===== src/hw/rtl/lru_page_replacement_top_macros.svh =====
// Assertion macros shared by the LRU page replacement RTL.
// Depends on a clock named clock and an active-high reset named reset in the using module.
`ifndef LRU_PAGE_REPLACEMENT_TOP_MACROS_SVH
`define LRU_PAGE_REPLACEMENT_TOP_MACROS_SVH

// The consequent must hold in the same cycle as the antecedent.
`define LRUP_ASSERT_NOW(label, ante, cons) \
   label: assert property (@(posedge clock) disable iff (reset) (ante) |-> (cons)) \
      else $error("LRU page replacement: same-cycle check failed");

// The consequent must hold in the cycle after the antecedent.
`define LRUP_ASSERT_NEXT(label, ante, cons) \
   label: assert property (@(posedge clock) disable iff (reset) (ante) |=> (cons)) \
      else $error("LRU page replacement: next-cycle check failed");

`endif


===== src/hw/rtl/lrup_pkg.sv =====
// Shared constants and helper functions for the LRU page replacement block.
// No dependencies.
package lrup_pkg;

   localparam int MAX_ENTRIES_DEF = 16;
   localparam int NUM_PAGES_DEF   = 1024;

   localparam int PAGE_IN_W  = 10;
   localparam int CFG_W      = 5;
   localparam int HIT_CNT_W  = 32;

   localparam logic [CFG_W-1:0] FRAME_LIMIT_RESET = 5'd16;

   // Reduces a page number modulo num_pages by conditional subtraction of
   // shifted copies of the modulus, most significant first.
   function automatic logic [PAGE_IN_W-1:0] wrap_page(input logic [PAGE_IN_W-1:0] page,
                                                       input int num_pages);
      int rem;
      int step;
      rem = int'(page);
      if (num_pages < (1 << PAGE_IN_W)) begin
         for (int k = PAGE_IN_W - 1; k >= 0; k--) begin
            step = num_pages << k;
            if ((step < (1 << PAGE_IN_W)) && (rem >= step)) begin
               rem = rem - step;
            end
         end
      end
      return PAGE_IN_W'(rem);
   endfunction

endpackage


===== src/hw/rtl/lru_page_replacement_top.sv =====
// Top level of the fully associative LRU page replacement tracker.
// Depends on lrup_pkg and lru_page_replacement_top_macros.svh.

// One page reference is taken per clock cycle while req_stall is low, and
// each reference produces exactly one result: the reference is wrapped into
// the page range and captured in an input register, then all frames are
// compared in parallel, the recency ranks are updated and the result is
// captured in an output register. The one-per-cycle rate is set by doing the
// tag compare and rank update combinationally over the frames held in
// flip-flops. A stalled result holds the output register, and the input
// register then holds its reference. Frame valid bits clear at reset, so no
// clearing pass is needed. The user must write the frame limit register only
// while the block is idle; the block itself does not enforce this. Values of
// 0 act as 1 and values above MAX_ENTRIES act as MAX_ENTRIES.
module lru_page_replacement_top #(
   parameter int MAX_ENTRIES = lrup_pkg::MAX_ENTRIES_DEF,
   parameter int NUM_PAGES   = lrup_pkg::NUM_PAGES_DEF
) (
   input  logic                            clock,
   input  logic                            reset,

   input  logic                            req_valid,
   output logic                            req_stall,
   input  logic [lrup_pkg::PAGE_IN_W-1:0]  req_page,

   output logic                            rsp_valid,
   input  logic                            rsp_stall,
   output logic                            rsp_hit,
   output logic                            rsp_evicted_valid,
   output logic [lrup_pkg::PAGE_IN_W-1:0]  rsp_evicted_page,
   output logic [lrup_pkg::HIT_CNT_W-1:0]  rsp_hits_so_far,

   input  logic                            csr_write_enable,
   input  logic [lrup_pkg::CFG_W-1:0]      csr_write_data
);

`include "lru_page_replacement_top_macros.svh"

   localparam int PAGE_FULL_W = (NUM_PAGES > 1) ? $clog2(NUM_PAGES) : 1;
   localparam int PAGE_W = (PAGE_FULL_W < lrup_pkg::PAGE_IN_W) ? PAGE_FULL_W
                                                                : lrup_pkg::PAGE_IN_W;
   localparam int AGE_W  = (MAX_ENTRIES > 1) ? $clog2(MAX_ENTRIES) : 1;
   localparam int OCC_W  = $clog2(MAX_ENTRIES + 1);
   localparam int CMP_W  = (OCC_W > lrup_pkg::CFG_W) ? OCC_W : lrup_pkg::CFG_W;

   localparam logic [CMP_W-1:0] CAP_MAX = CMP_W'(MAX_ENTRIES);

   // Configuration.
   logic [lrup_pkg::CFG_W-1:0] frame_limit_ff, frame_limit_in;

   // Input register.
   logic              req_valid_ff, req_valid_in;
   logic [PAGE_W-1:0] req_page_ff, req_page_in;

   // Result register.
   logic                           rsp_valid_ff, rsp_valid_in;
   logic                           rsp_hit_ff, rsp_hit_in;
   logic                           rsp_evicted_valid_ff, rsp_evicted_valid_in;
   logic [lrup_pkg::PAGE_IN_W-1:0] rsp_evicted_page_ff, rsp_evicted_page_in;

   // Cache state.
   logic [PAGE_W-1:0]              frame_page_ff [MAX_ENTRIES];
   logic [PAGE_W-1:0]              frame_page_in [MAX_ENTRIES];
   logic [AGE_W-1:0]               frame_age_ff  [MAX_ENTRIES];
   logic [AGE_W-1:0]               frame_age_in  [MAX_ENTRIES];
   logic [MAX_ENTRIES-1:0]         frame_valid_ff, frame_valid_in;
   logic [OCC_W-1:0]               occupancy_ff, occupancy_in;
   logic [lrup_pkg::HIT_CNT_W-1:0] hit_total_ff, hit_total_in;

   // Lookup.
   logic                           advance;
   logic [MAX_ENTRIES-1:0]         match_vec;
   logic [MAX_ENTRIES-1:0]         victim_vec;
   logic [MAX_ENTRIES-1:0]         free_vec;
   logic [MAX_ENTRIES-1:0]         slot_vec;
   logic                           is_hit;
   logic                           is_full;
   logic [AGE_W-1:0]               hit_age;
   logic [AGE_W-1:0]               oldest_age;
   logic [PAGE_W-1:0]              victim_page;
   logic [CMP_W-1:0]               capacity;
   logic [lrup_pkg::PAGE_IN_W-1:0] wrapped_page;

   assign advance   = req_valid_ff && (!rsp_valid_ff || !rsp_stall);
   assign req_stall = req_valid_ff && !advance;

   assign wrapped_page = lrup_pkg::wrap_page(req_page, NUM_PAGES);

   always_comb begin
      req_valid_in = req_valid_ff;
      req_page_in  = req_page_ff;
      if (advance) begin
         req_valid_in = 1'b0;
      end
      if (req_valid && !req_stall) begin
         req_valid_in = 1'b1;
         req_page_in  = PAGE_W'(wrapped_page);
      end
   end

   always_comb begin
      frame_limit_in = frame_limit_ff;
      if (csr_write_enable) begin
         frame_limit_in = csr_write_data;
      end
   end

   always_comb begin
      if (frame_limit_ff == '0) begin
         capacity = CMP_W'(1);
      end else if (CMP_W'(frame_limit_ff) > CAP_MAX) begin
         capacity = CAP_MAX;
      end else begin
         capacity = CMP_W'(frame_limit_ff);
      end
   end

   assign is_full = CMP_W'(occupancy_ff) >= capacity;

   // Valid ranks form a permutation of 0 to occupancy minus one, so the least
   // recent frame is the one whose rank equals occupancy minus one.
   assign oldest_age = AGE_W'(occupancy_ff - OCC_W'(1));

   always_comb begin
      hit_age     = '0;
      victim_page = '0;
      for (int i = 0; i < MAX_ENTRIES; i++) begin
         match_vec[i]  = frame_valid_ff[i] && (frame_page_ff[i] == req_page_ff);
         victim_vec[i] = frame_valid_ff[i] && (frame_age_ff[i] == oldest_age);
         hit_age       = hit_age | (match_vec[i] ? frame_age_ff[i] : '0);
         victim_page   = victim_page | (victim_vec[i] ? frame_page_ff[i] : '0);
      end
   end

   assign is_hit   = |match_vec;
   // Lowest free frame.
   assign free_vec = ~frame_valid_ff & (frame_valid_ff + MAX_ENTRIES'(1));
   assign slot_vec = is_full ? victim_vec : free_vec;

   always_comb begin
      frame_page_in  = frame_page_ff;
      frame_age_in   = frame_age_ff;
      frame_valid_in = frame_valid_ff;
      occupancy_in   = occupancy_ff;
      hit_total_in   = hit_total_ff;
      if (advance) begin
         if (is_hit) begin
            for (int i = 0; i < MAX_ENTRIES; i++) begin
               if (match_vec[i]) begin
                  frame_age_in[i] = '0;
               end else if (frame_valid_ff[i] && (frame_age_ff[i] < hit_age)) begin
                  frame_age_in[i] = frame_age_ff[i] + AGE_W'(1);
               end
            end
            if (hit_total_ff != '1) begin
               hit_total_in = hit_total_ff + lrup_pkg::HIT_CNT_W'(1);
            end
         end else begin
            for (int i = 0; i < MAX_ENTRIES; i++) begin
               if (slot_vec[i]) begin
                  frame_page_in[i]  = req_page_ff;
                  frame_age_in[i]   = '0;
                  frame_valid_in[i] = 1'b1;
               end else if (frame_valid_ff[i]) begin
                  frame_age_in[i] = frame_age_ff[i] + AGE_W'(1);
               end
            end
            if (!is_full) begin
               occupancy_in = occupancy_ff + OCC_W'(1);
            end
         end
      end
   end

   always_comb begin
      rsp_valid_in         = rsp_valid_ff;
      rsp_hit_in           = rsp_hit_ff;
      rsp_evicted_valid_in = rsp_evicted_valid_ff;
      rsp_evicted_page_in  = rsp_evicted_page_ff;
      if (rsp_valid_ff && !rsp_stall) begin
         rsp_valid_in = 1'b0;
      end
      if (advance) begin
         rsp_valid_in         = 1'b1;
         rsp_hit_in           = is_hit;
         rsp_evicted_valid_in = !is_hit && is_full;
         rsp_evicted_page_in  = (!is_hit && is_full) ?
                                lrup_pkg::PAGE_IN_W'(victim_page) : '0;
      end
   end

   always_ff @(posedge clock) begin
      if (reset) begin
         frame_limit_ff <= lrup_pkg::FRAME_LIMIT_RESET;
         req_valid_ff   <= 1'b0;
         rsp_valid_ff   <= 1'b0;
         frame_valid_ff <= '0;
         occupancy_ff   <= '0;
         hit_total_ff   <= '0;
      end else begin
         frame_limit_ff <= frame_limit_in;
         req_valid_ff   <= req_valid_in;
         rsp_valid_ff   <= rsp_valid_in;
         frame_valid_ff <= frame_valid_in;
         occupancy_ff   <= occupancy_in;
         hit_total_ff   <= hit_total_in;
      end
   end

   always_ff @(posedge clock) begin
      req_page_ff          <= req_page_in;
      rsp_hit_ff           <= rsp_hit_in;
      rsp_evicted_valid_ff <= rsp_evicted_valid_in;
      rsp_evicted_page_ff  <= rsp_evicted_page_in;
      frame_page_ff        <= frame_page_in;
      frame_age_ff         <= frame_age_in;
   end

   assign rsp_valid         = rsp_valid_ff;
   assign rsp_hit           = rsp_hit_ff;
   assign rsp_evicted_valid = rsp_evicted_valid_ff;
   assign rsp_evicted_page  = rsp_evicted_page_ff;
   // The running count is only updated together with a result transfer into
   // the output register, so it always matches the result on display.
   assign rsp_hits_so_far   = hit_total_ff;

   `LRUP_ASSERT_NOW(a_occupancy_matches_valid, 1'b1,
                    $countones(frame_valid_ff) == int'(occupancy_ff))
   `LRUP_ASSERT_NOW(a_hit_never_evicts, rsp_valid_ff, !(rsp_hit_ff && rsp_evicted_valid_ff))
   `LRUP_ASSERT_NOW(a_one_slot_on_miss, advance && !is_hit, $onehot(slot_vec))
   `LRUP_ASSERT_NOW(a_hit_count_nonzero, rsp_valid_ff && rsp_hit_ff, hit_total_ff != '0)
   `LRUP_ASSERT_NEXT(a_fill_grows_occupancy, advance && !is_hit && !is_full,
                     occupancy_ff == $past(occupancy_ff) + OCC_W'(1))

endmodule


===== config.mk =====
export PLATFORM = sky130hd
export DESIGN_NAME = lru_page_replacement_top
export DESIGN_NICKNAME = d
export VERILOG_FILES = /design/src/hw/rtl/lrup_pkg.sv /design/src/hw/rtl/lru_page_replacement_top.sv
export VERILOG_INCLUDE_DIRS = /design/src /design/src/hw/rtl
export SDC_FILE = /design/constraint.sdc
export NUM_CORES = 1
export LEC_CHECK = 0
export BUFFER_PORTS_ARGS = -buffer_cell sky130_fd_sc_hd__buf_2
export CELL_PAD_IN_SITES_DETAIL_PLACEMENT = 0
export CELL_PAD_IN_SITES_GLOBAL_PLACEMENT = 1
export CORE_UTILIZATION = 51
export CTS_CLUSTER_SIZE = 30
export DETAILED_ROUTE_END_ITERATION = 7
export PLACE_DENSITY_LB_ADDON = 0.1
export SLEW_MARGIN = 10
export SYNTH_ARGS = -nofsm -noshare
export SYNTH_HDL_FRONTEND = slang
export SYNTH_SLANG_ARGS = --single-unit

===== constraint.sdc =====
create_clock -name clock -period 5.4 [get_ports clock]
set_clock_uncertainty 0.05 [all_clocks]
set_input_delay 0.81 -clock clock [delete_from_list [all_inputs] [get_ports clock]]
set_output_delay 0.81 -clock clock [all_outputs]
set_load 0.02 [all_outputs]

==> metrics.md, run 1 <==
| Metric | Value |
|---|---|
| Cell area after layout | `19680 um^2` |
| Setup_tns | `0 ns` |
| Max-Cap Viols | `0` |
| Worst setup path category | `flip-flop to flip-flop` |
| Die Y | `188.0 um` |
| Leakage | `6.531 nW` |
| Critical Path RT | `5.51 ns` |
| Internal power | `4.000 mW` |
| Sw frac | `24.15%` |
| Die extent in x | `188.0 um` |
| Initial antenna violation count | `0` |
| Reg-to-Reg End | `frame_age_ff[13]` |
| Total net switching power | `1.274 mW` |
| Cell Area, Placed | `18570 um^2` |
| Clock tree buffer depth | `3` |
| Clk_lat worst skew | `0.54 ns` |
| Largest net degree at the start of global routing | `51` |
| Worst Tran Pin Value | `1.315 ns` |
| Total grt overflow | `0` |
| WL per Instance | `28.46 um` |
| Hold crit path type | `input pin to flip-flop` |
| CP endpoint kind | `flip-flop` |
| Synthesis-stage register bit count | `306` |
| Vias per inst | `6.498` |
| RR Startpoint | `req_page_ff[8]` |
| Comb pwr share | `7.0%` |
| Async S/R FF share, synth | `0%` |
| Initial Util | `52.21%` |
| Clk network pwr share | `44.0%` |
| Worst hold path depth | `1` |
| Worst slew margin | `10.10%` |
| CP Launch Type | `flip-flop` |
| Yosys warning count | `0` |
| Max stage delay on crit path | `0.98 ns` |
| DR iter-0 viols | `1384` |
| Reg power frac | `49.0%` |
| GRT Util Overall | `35.17%` |
| Max VDD drop | `218.8 uV` |
| Placed Cells incl. Taps | `2101` |
| Worst-path cell chain | `buf_4, xnor2_1, nand4_1, nor4_1, a2111oi_0, and4_1, buf_4, xnor2_1, or4b_2, a21oi_1, nor4_1` |
| Area Overhead vs Synth | `11.57%` |
| Setup repair bufs after CTS | `0` |
| Fin crit period | `4.880 ns` |
| Power Density | `268.0 nW/um^2` |
| Synth cell types | `76` |
| Fmax | `0.2049 GHz` |
| Slew Limit Fails | `0` |
| Vias in the first global route | `13654` |
| Post-CTS Resized | `0` |
| R2R Setup Slk | `0.52 ns` |
| Most used DFF post-synth | `edfxtp_1` |
| Clock transition at path regs | `0.06 ns` |
| Critical path's top delay family | `simple AND/OR/NAND/NOR gates` |
| Synthesized instance count | `1609` |
| HP Start | `req_page[6]` |
| Row cnt | `67` |
| Post-DP HPWL | `45050 um` |
| Status | `finished, final reports clean` |
| First-pass GRT wire length | `91260 um` |
| Setup violations, final | `0` |
| Critical Path Slowest Stage Cell | `a2111oi_0` |
| Final hold vios | `0` |
| Cell count of the worst reg-to-reg path | `11` |
| Min-Delay Endpoint | `req_page_ff[6]` |
| Seq/Total Area, Yosys | `48.69%` |
| Worst endpoint data arrival time | `4.99 ns` |
| Post-DRT Antenna Nets | `0` |
| Boundary pin count | `66` |
| Pre-Repair DR Iteration Count | `6` |
| WL final | `61620 um` |
| IO Port Bufs | `65` |
| Share of layout cells above drive strength 1 | `14.44%` |
| Tcrit/Tclk final | `90.37%` |
| CTS sink count | `306` |
| DIE AREA | `35330 um^2` |
| CTS root buf | `clkbuf_16` |
| Antenna diode count | `0` |
| Detailed-route DRC error count | `0` |
| Hold bufs inserted after CTS | `0` |
| Number of flops mapped to enable cells by yosys | `246` |
| Via count | `14069` |
| RSZ-0062 raised after global routing | `no` |
| Final Non-Filler Cells | `2165` |
| Crit path max fanout | `13` |
| Syn Area/Cell | `10.96 um^2` |
| Gpl congestion | `1.013` |
| Synthesized cell area | `17640 um^2` |
| Buf/Inv on CP | `2` |
| Synthesized Nets | `1669` |
| Fin nets | `1750` |
| TritonCTS Buffers | `35` |
| CTS H-tree lvls | `2` |
| Core area | `33780 um^2` |
| CTS tree | `built` |
-- power by group through the flow --
stage,combinational (mW),clock [mW],sequential [mW]
after floorplan,0.246,0,2.64
after global placement,0.359,0,2.63
after detailed placement,0.362,0,2.64
after CTS,0.363,2.34,2.59
after global routing,0.389,2.41,2.59
final,0.369,2.32,2.59
-- cell usage in the layout (no fill, tap or decap), types with 16 or more instances in the layout --
| master | instances |
|---|---|
| a21oi_1 | 24 |
| a221oi_1 | 32 |
| a22o_1 | 34 |
| a22oi_1 | 42 |
| and3_1 | 19 |
| buf_2 | 65 |
| buf_4 | 68 |
| clkbuf_16 | 38 |
| dfxtp_1 | 60 |
| edfxtp_1 | 246 |
| ha_1 | 40 |
| inv_1 | 52 |
| nand2_1 | 63 |
| nand3_1 | 72 |
| nand4_1 | 67 |
| nor2_1 | 134 |
| nor2b_1 | 17 |
| nor3_1 | 52 |
| nor3_2 | 16 |
| nor4_1 | 46 |
| o21a_1 | 16 |
| o21ai_0 | 26 |
| xnor2_1 | 222 |
| xor2_1 | 58 |
-- state kept, by name (all words and copies together), names as in the netlist --
register           flops
frame_age_ff          64
occupancy_ff           5
frame_page_ff        160
rsp_hits_so_far       32
rsp_evicted_page      10
frame_limit_ff         5
frame_valid_ff        16
rsp_hit                1
req_valid_ff           1
rsp_valid              1
req_page_ff           10
rsp_evicted_valid      1
-- per-layer routing --
metal	global-route usage, %	vias to the layer above	share of wire (%)
li1	-	6188	-
met1	47.98	6883	41
met2	54.83	813	45
met3	6.326	185	9.5
met4	15.23	0	4.4
met5	0	-	0
-- kinds of logic after synthesis --
kind of cell    after synthesis  share of synthesized area, %
mux                          18                         1.057
compound gates              262                         11.46
flops                       306                         48.69
simple gates                550                         17.01
xor+xnor                    290                         14.78
buf+inv                     142                         4.093
fa+ha+maj                    41                         2.902
-- final cells by class --
class / count / area [um^2]
Fill cell: 2907 / 14110
Sequential cell: 306 / 8588
Multi-Input combinational cell: 1161 / 8368
Clock buffer: 43 / 989.7
Timing Repair Buffer: 134 / 855.8
Tap cell: 448 / 560.5
Inverter: 52 / 195.2
Clock inverter: 21 / 120.1
-- worst max path at each step --
stage,from,to,depth (start not counted)
final,req_page_ff[8],frame_age_ff[13],11
after global routing,req_page_ff[8],frame_age_ff[8],10
after CTS,req_page_ff[8],frame_age_ff[10],11
after detailed placement,req_page_ff[8],frame_age_ff[27],11
after global placement,req_page_ff[8],frame_age_ff[8],9
after floorplan,occupancy_ff[0],frame_page_ff[70],11
-- synthesized netlist by cell type, types with 5 or more instances --
cell type / n / share of area (%)
nor4_2: 5 / 0.35
dfxtp_1: 60 / 6.8
a221oi_1: 32 / 1.6
buf_2: 16 / 0.45
o221ai_1: 7 / 0.35
nand4_1: 67 / 2.4
nor3b_1: 11 / 0.47
nand3_1: 72 / 2.0
inv_1: 52 / 1.1
o31ai_1: 6 / 0.26
edfxtp_1: 246 / 42
nor4_1: 47 / 1.7
or3_1: 6 / 0.21
a21oi_1: 24 / 0.68
a31oi_1: 12 / 0.43
buf_6: 19 / 1.2
nand2_1: 63 / 1.3
mux2_2: 5 / 0.32
xor2_1: 59 / 2.9
mux2i_1: 13 / 0.74
clkbuf_1: 45 / 0.96
nor2_1: 135 / 2.9
a21o_1: 9 / 0.38
o211ai_1: 9 / 0.38
and2_1: 11 / 0.39
a2111oi_0: 5 / 0.25
buf_1: 5 / 0.11
nor3_2: 12 / 0.68
xnor2_2: 9 / 0.83
nor3_1: 56 / 1.6
o21ai_0: 26 / 0.74
nor2b_1: 17 / 0.60
and3_1: 19 / 0.67
o21a_1: 16 / 0.68
ha_1: 40 / 2.8
xnor2_1: 222 / 11
a22o_1: 34 / 1.7
a22oi_1: 42 / 1.8
o31a_1: 5 / 0.25
-- metrics by stage --
step | utilization [%] | hold WS, ns | power [mW] | worst slack, ns
global route | 58.25 | 0.3853 | 5.386 | 0.3952
detailed placement | 54.96 | 0.4359 | 2.997 | 0.7570
finish | 58.25 | 0.3923 | 5.274 | 0.5201
CTS | 58.25 | 0.3813 | 5.292 | 0.7137
global placement | 54.96 | 0.4254 | 2.994 | 0.8166
floorplan | - | 0.4007 | 2.882 | 1.302
Power figures use the tool's default switching activity.
==> inputs of run 2 (changes only) <==
- CELL_PAD_IN_SITES_DETAIL_PLACEMENT: 0 -> 2
- CELL_PAD_IN_SITES_GLOBAL_PLACEMENT: 1 -> 2
- CORE_UTILIZATION: 51 -> 42
- SETUP_SLACK_MARGIN: default -> 0.3
==> metrics.md, run 2 (synthesis gave the netlist of run 1 again) <==
| Metric | Value |
|---|---|
| R2R Setup Slk | `0.56 ns (+0.04 ns)` |
| Vias per inst | `6.470 (-0.44%)` |
| Fmax | `0.2065 GHz (+0.78%)` |
| CTS tree | `built` |
| Hold crit path type | `input pin to flip-flop` |
| Internal power | `4.017 mW (+0.43%)` |
| Reg-to-Reg End | `frame_valid_ff[5]` |
| Hold bufs inserted after CTS | `0 (unchanged)` |
| Total net switching power | `1.321 mW (+3.7%)` |
| Die Y | `206.9 um (+10%)` |
| Reg power frac | `48.5% (-0.5 points)` |
| Largest net degree at the start of global routing | `51 (unchanged)` |
| Most frequent cells in the layout | `edfxtp_1, xnor2_1, nor2_1` |
| Gpl congestion | `0.9539 (-5.9%)` |
| Setup_tns | `0 ns (unchanged)` |
| Clk network pwr share | `44.2% (+0.2 points)` |
| Final hold vios | `0 (unchanged)` |
| Setup repair bufs after CTS | `0 (unchanged)` |
| WL final | `71600 um (+16%)` |
| Largest register FFs | `160 (unchanged)` |
| Clock tree buffer depth | `3 (unchanged)` |
| Fillers | `4212 (+45%)` |
| Worst Tran Pin Value | `1.258 ns (-0.05700 ns)` |
| Area Overhead vs Synth | `11.98%` |
| Worst Setup SP | `req_page_ff[4]` |
| RR Startpoint | `req_page_ff[4]` |
| Share of layout cells above drive strength 1 | `13.90% (-0.54 points)` |
| Crit path max fanout | `20 (+7)` |
| DIE AREA | `42820 um^2 (+21%)` |
| CTS sink count | `306 (unchanged)` |
| Max VDD drop | `214.9 uV (-1.8%)` |
| CTS root buf | `clkbuf_16` |
| Worst setup path category | `flip-flop to flip-flop` |
| Leakage | `6.494 nW (-0.57%)` |
| Fin crit period | `4.842 ns (-0.03784 ns)` |
| Fin nets | `1745 (-0.29%)` |
| Clk_lat worst skew | `0.57 ns (+0.03 ns)` |
| Comb pwr share | `7.3% (+0.3 points)` |
| Post-DP HPWL | `52990 um (+18%)` |
| Core area | `41110 um^2 (+22%)` |
| Detailed-route DRC error count | `0 (unchanged)` |
| Tcrit/Tclk final | `89.67% (-0.70 points)` |
| Cell count of the worst reg-to-reg path | `11 (unchanged)` |
| DR iter-0 viols | `1240 (-10%)` |
| Via count | `14518 (+3.2%)` |
| TritonCTS Buffers | `36 (+2.9%)` |
| Pre-Repair DR Iteration Count | `7 (+1)` |
| Largest Register | `frame_page_ff` |
| Setup violations, final | `0 (unchanged)` |
| Die extent in x | `206.9 um (+10%)` |
| Post-CTS Resized | `0 (unchanged)` |
| Total grt overflow | `0 (unchanged)` |
| Slew Limit Fails | `0 (unchanged)` |
| Status | `finished, final reports clean` |
| RSZ-0062 raised after global routing | `no` |
| Antenna diode count | `0 (unchanged)` |
| IO Port Bufs | `65 (unchanged)` |
| Critical Path RT | `5.81 ns (+0.30 ns)` |
| Initial antenna violation count | `2 (+2)` |
| Worst slew margin | `14.00% (+3.9 points)` |
| GRT Util Overall | `33.86% (-1.3 points)` |
| Sw frac | `24.75% (+0.59 points)` |
| Post-DRT Antenna Nets | `0 (unchanged)` |
| CTS H-tree lvls | `2 (unchanged)` |
| Power Density | `270.3 nW/um^2 (+0.85%)` |
| Boundary pin count | `66 (unchanged)` |
| CP Capture Point | `frame_valid_ff[5]` |
| Most common cell after layout, fill and taps aside | `edfxtp_1` |
| First-pass GRT wire length | `104200 um (+14%)` |
| Row cnt | `74 (+10%)` |
| Max-Cap Viols | `0 (unchanged)` |
| CP Launch Type | `flip-flop` |
| Final hold slack | `0.3663 ns (-0.02603 ns)` |
| CP endpoint kind | `flip-flop` |
| Final worst slack | `0.5580 ns (+0.03784 ns)` |
| Initial Util | `42.90% (-9.3 points)` |
| Worst endpoint data arrival time | `5.25 ns (+0.26 ns)` |
| WL per Instance | `31.91 um (+12%)` |
| Vias in the first global route | `15149 (+11%)` |
| Place WS | `0.6304 ns (-0.1266 ns)` |
| Clock transition at path regs | `0.06 ns (about the same)` |
## run 2: per-layer routing
layer / global-route usage, % / up-vias / wire, um
met5: 0 / - / 10
met4: 15.15 / 2 / 3094
met3: 5.651 / 165 / 5687
met2: 55.05 / 684 / 33750
met1: 44.20 / 7498 / 29050
li1: - / 6169 / -
## run 2: worst min path at each step
stage	startpoint	end	slack, ns	cells past startpoint
finish	req_page[1]	req_page_ff[1]	0.37	1
global route	req_page[1]	req_page_ff[1]	0.36	1
CTS	req_page[3]	req_page_ff[3]	0.35	1
detailed placement	req_valid_ff	rsp_valid	0.44	2
global placement	req_valid_ff	rsp_valid	0.43	2
floorplan	req_valid_ff	rsp_valid	0.40	2
## run 2: layout make-up
type	count	area, um^2	share of cell area, %
flip-flops and latches	306	8588	43.48
well taps	532	665.6	3.370
clock inverters	17	128.9	0.6525
inverters	52	195.2	0.9883
clock buffers	48	975.9	4.941
multi-input cells	1161	8373	42.39
repair buffers	128	823.3	4.169
## run 2: worst max-delay path: stages (launching register included)
cell      delay, ns
edfxtp_1       0.74
buf_4          0.34
xnor2_1        0.42
nand4_1        0.22
nor3_2         0.66
nor4_1         0.13
nand2_2        0.23
nor2_4         0.05
inv_1          0.71
nor2_1         0.39
and2_1         0.48
o21a_1         0.28
## run 2: power by group through the flow
stage | clock network (mW) | registers [mW] | logic [mW]
5_1_grt | 2.48 | 2.59 | 0.409
4_1_cts | 2.40 | 2.59 | 0.385
3_3_place_gp | 0 | 2.64 | 0.367
6_report | 2.36 | 2.59 | 0.392
3_5_place_dp | 0 | 2.64 | 0.383
2_1_floorplan | 0 | 2.64 | 0.246
## run 2: per-stage QoR
step	std cells	util (%)	area (um^2)	power, mW
after floorplan	1609	-	17640	2.882
after global placement	2179	45.34	18640	3.003
after detailed placement	2179	45.34	18640	3.020
after CTS	2244	48.03	19740	5.370
after global routing	2244	48.04	19750	5.478
final	2244	48.04	19750	5.339
==> inputs of run 3 (changes only) <==
--- a/config.mk
+++ b/config.mk
@@ -10,4 +10,5 @@
 export CELL_PAD_IN_SITES_DETAIL_PLACEMENT = 2
 export CELL_PAD_IN_SITES_GLOBAL_PLACEMENT = 2
+export CORE_ASPECT_RATIO = 1.4
 export CORE_UTILIZATION = 42
 export CTS_CLUSTER_SIZE = 30
@@ -19,2 +20,3 @@
 export SYNTH_HDL_FRONTEND = slang
 export SYNTH_SLANG_ARGS = --single-unit
+export TNS_END_PERCENT = 5
==> constraint.sdc (replaced) <==
create_clock -name clock -period 5.4 [get_ports clock]
set_clock_uncertainty 0.05 [all_clocks]
set_input_delay 0.54 -clock clock [delete_from_list [all_inputs] [get_ports clock]]
set_output_delay 0.54 -clock clock [all_outputs]
set_load 0.02 [all_outputs]
==> metrics.md, run 3 (synthesis gave the netlist of run 1 again) <==
| Metric | Value |
|---|---|
| Post-DRT Antenna Nets | `0 (unchanged)` |
| DR iter-0 viols | `1232 (-0.65%)` |
| Multi-input gate area | `8379 um^2 (about the same)` |
| WL final | `73150 um (+2.2%)` |
| Initial antenna violation count | `0 (-2)` |
| Area Overhead vs Synth | `11.88% (about the same)` |
| Cell count of the worst reg-to-reg path | `10 (-1)` |
| Detailed-route DRC error count | `0 (unchanged)` |
| RR Startpoint | `req_page_ff[8]` |
| Gpl congestion | `1.010 (+5.9%)` |
| Vias in the first global route | `15393 (+1.6%)` |
| Clock transition at path regs | `0.07 ns (about the same)` |
| Fmax | `0.1959 GHz (-5.2%)` |
| GRT Util Overall | `34.08% (+0.22 points)` |
| Tcrit/Tclk final | `94.55% (+4.9 points)` |
| Worst hold path depth | `1 (unchanged)` |
| Post-DP HPWL | `54710 um (+3.2%)` |
| Reg-to-Reg End | `frame_age_ff[9]` |
| Die Y | `244.5 um (+18%)` |
| Max stage delay on crit path | `0.94 ns (+0.20 ns)` |
| Antenna diode count | `0 (unchanged)` |
| Largest net degree at the start of global routing | `51 (unchanged)` |
| Max VDD drop | `275.4 uV (+28%)` |
| Critical Path RT | `5.57 ns (-0.24 ns)` |
| Max-Cap Viols | `0 (unchanged)` |
| Clk_lat worst skew | `0.60 ns (+0.03 ns)` |
| CTS tree | `built` |
| Largest Register | `frame_page_ff` |
| Die extent in x | `175.2 um (-15%)` |
| Power Density | `266.3 nW/um^2 (-1.5%)` |
| Most common cell after layout, fill and taps aside | `edfxtp_1` |
| HP Start | `req_page[4]` |
| Via count | `14483 (-0.24%)` |
| Most frequent cells in the layout | `edfxtp_1, xnor2_1, nor2_1` |
| CTS H-tree lvls | `1 (-1)` |
| CTS root buf | `clkbuf_16` |
| Worst-path cell chain | `buf_4, xnor2_1, nand3_1, nor3_2, a22o_1, or3_1, o21ai_1, o221a_2, o21ba_2, o41ai_1` |
| Fin crit period | `5.106 ns (+0.2638 ns)` |
| Initial Util | `42.72% (-0.19 points)` |
| Setup repair bufs after CTS | `0 (unchanged)` |
| Min-Delay Endpoint | `req_page_ff[4]` |
| Worst setup path category | `flip-flop to flip-flop` |
| RSZ-0062 raised after global routing | `yes` |
| Slew Limit Fails | `0 (unchanged)` |
| Critical Path Slowest Stage Cell | `edfxtp_1` |
| Clock tree buffer depth | `3 (unchanged)` |
| Status | `finished, final reports clean` |
| Row cnt | `88 (+19%)` |
| IO Port Bufs | `65 (unchanged)` |
| TritonCTS Buffers | `31 (-14%)` |
| Setup violations, final | `0 (unchanged)` |
| Worst Tran Pin Value | `1.338 ns (+0.08082 ns)` |
| Final hold slack | `0.07678 ns (-0.2895 ns)` |
| Fin nets | `1748 (+0.17%)` |
| Register Area | `8588 um^2 (unchanged)` |
| CP Launch Type | `flip-flop` |
| Total grt overflow | `0 (unchanged)` |
| First-pass GRT wire length | `106600 um (+2.3%)` |
| Core area | `41290 um^2 (+0.44%)` |
| DIE AREA | `42830 um^2 (about the same)` |
| Pre-Repair DR Iteration Count | `5 (-2)` |
| Final hold vios | `0 (unchanged)` |
| Worst slew margin | `10.60% (-3.4 points)` |
| CTS sink count | `306 (unchanged)` |
| R2R Setup Slk | `0.29 ns (-0.26 ns)` |
| WL per Instance | `32.50 um (+1.8%)` |
| Share of layout cells above drive strength 1 | `14.49% (+0.59 points)` |
| Leakage | `6.483 nW (-0.16%)` |
| Boundary pin count | `66 (unchanged)` |
| Largest register FFs | `160 (unchanged)` |
| Crit path max fanout | `18 (-10%)` |
| Hold crit path type | `input pin to flip-flop` |
| CP endpoint kind | `flip-flop` |
| Fillers | `4268 (+1.3%)` |
| Setup_tns | `0 ns (unchanged)` |
| Vias per inst | `6.434 (-0.55%)` |
| Worst endpoint data arrival time | `5.28 ns (+0.03 ns)` |
## run 3: cell type report
class,count,area share (%)
clock inverters,22,1.256
multi-input cells,1161,42.47
well taps,540,3.424
clock buffers,34,3.989
flip-flops and latches,306,43.53
inverters,52,0.9892
repair buffers,136,4.350
## run 3: metal layers
metal	track usage [%]	up-vias	share of wire, %	wire length [um]
met5	0	-	0	0
met4	21.36	0	7.1	5211
met2	57.75	650	49	35490
met1	41.08	7443	39	28240
met3	3.996	232	5.8	4209
li1	-	6158	-	-
## run 3: what timing repair did
action                                  in CTS  in global routing
hold buffers                                 0                  0
endpoints found under the setup margin       0                 16
resized for setup                            0                  1
## run 3: worst max path at each step
stage / start / to / slack (ns) / cells past startpoint
final: req_page_ff[8] / frame_age_ff[9] / 0.29 / 10
after global routing: req_page_ff[8] / frame_age_ff[9] / 0.16 / 10
after CTS: req_page_ff[8] / frame_age_ff[19] / 0.36 / 13
after detailed placement: req_page_ff[8] / frame_age_ff[18] / 0.40 / 13
after global placement: req_page_ff[8] / frame_age_ff[19] / 0.55 / 13
after floorplan: occupancy_ff[0] / frame_page_ff[70] / 1.30 / 11
## run 3: critical path: cells and delay by family, from the launching register on
kind / cells / cell delay, ns
AOI/OAI and AO/OA: 5 / 1.94
xor gates and xnor gates: 1 / 0.16
buffers and inverters: 1 / 0.30
DFF: 1 / 0.94
and+or+nand+nor: 3 / 1.33
## run 3: where the power goes
part / switching (mW) / internal, mW
clock: 0.991 / 1.29
sequential: 0.0295 / 2.56
combinational: 0.257 / 0.130
## run 3: through the flow
step | instance area [um^2] | power, mW | std cells | worst slack (ns) | util (%)
2_1_floorplan | 17640 | 2.882 | 1609 | 1.302 | -
3_3_place_gp | 18690 | 2.999 | 2195 | 0.5526 | 45.27
3_5_place_dp | 18690 | 3.017 | 2195 | 0.4024 | 45.27
4_1_cts | 19730 | 5.277 | 2251 | 0.3602 | 47.77
5_1_grt | 19730 | 5.376 | 2251 | 0.1642 | 47.79
6_report | 19730 | 5.254 | 2251 | 0.2942 | 47.79
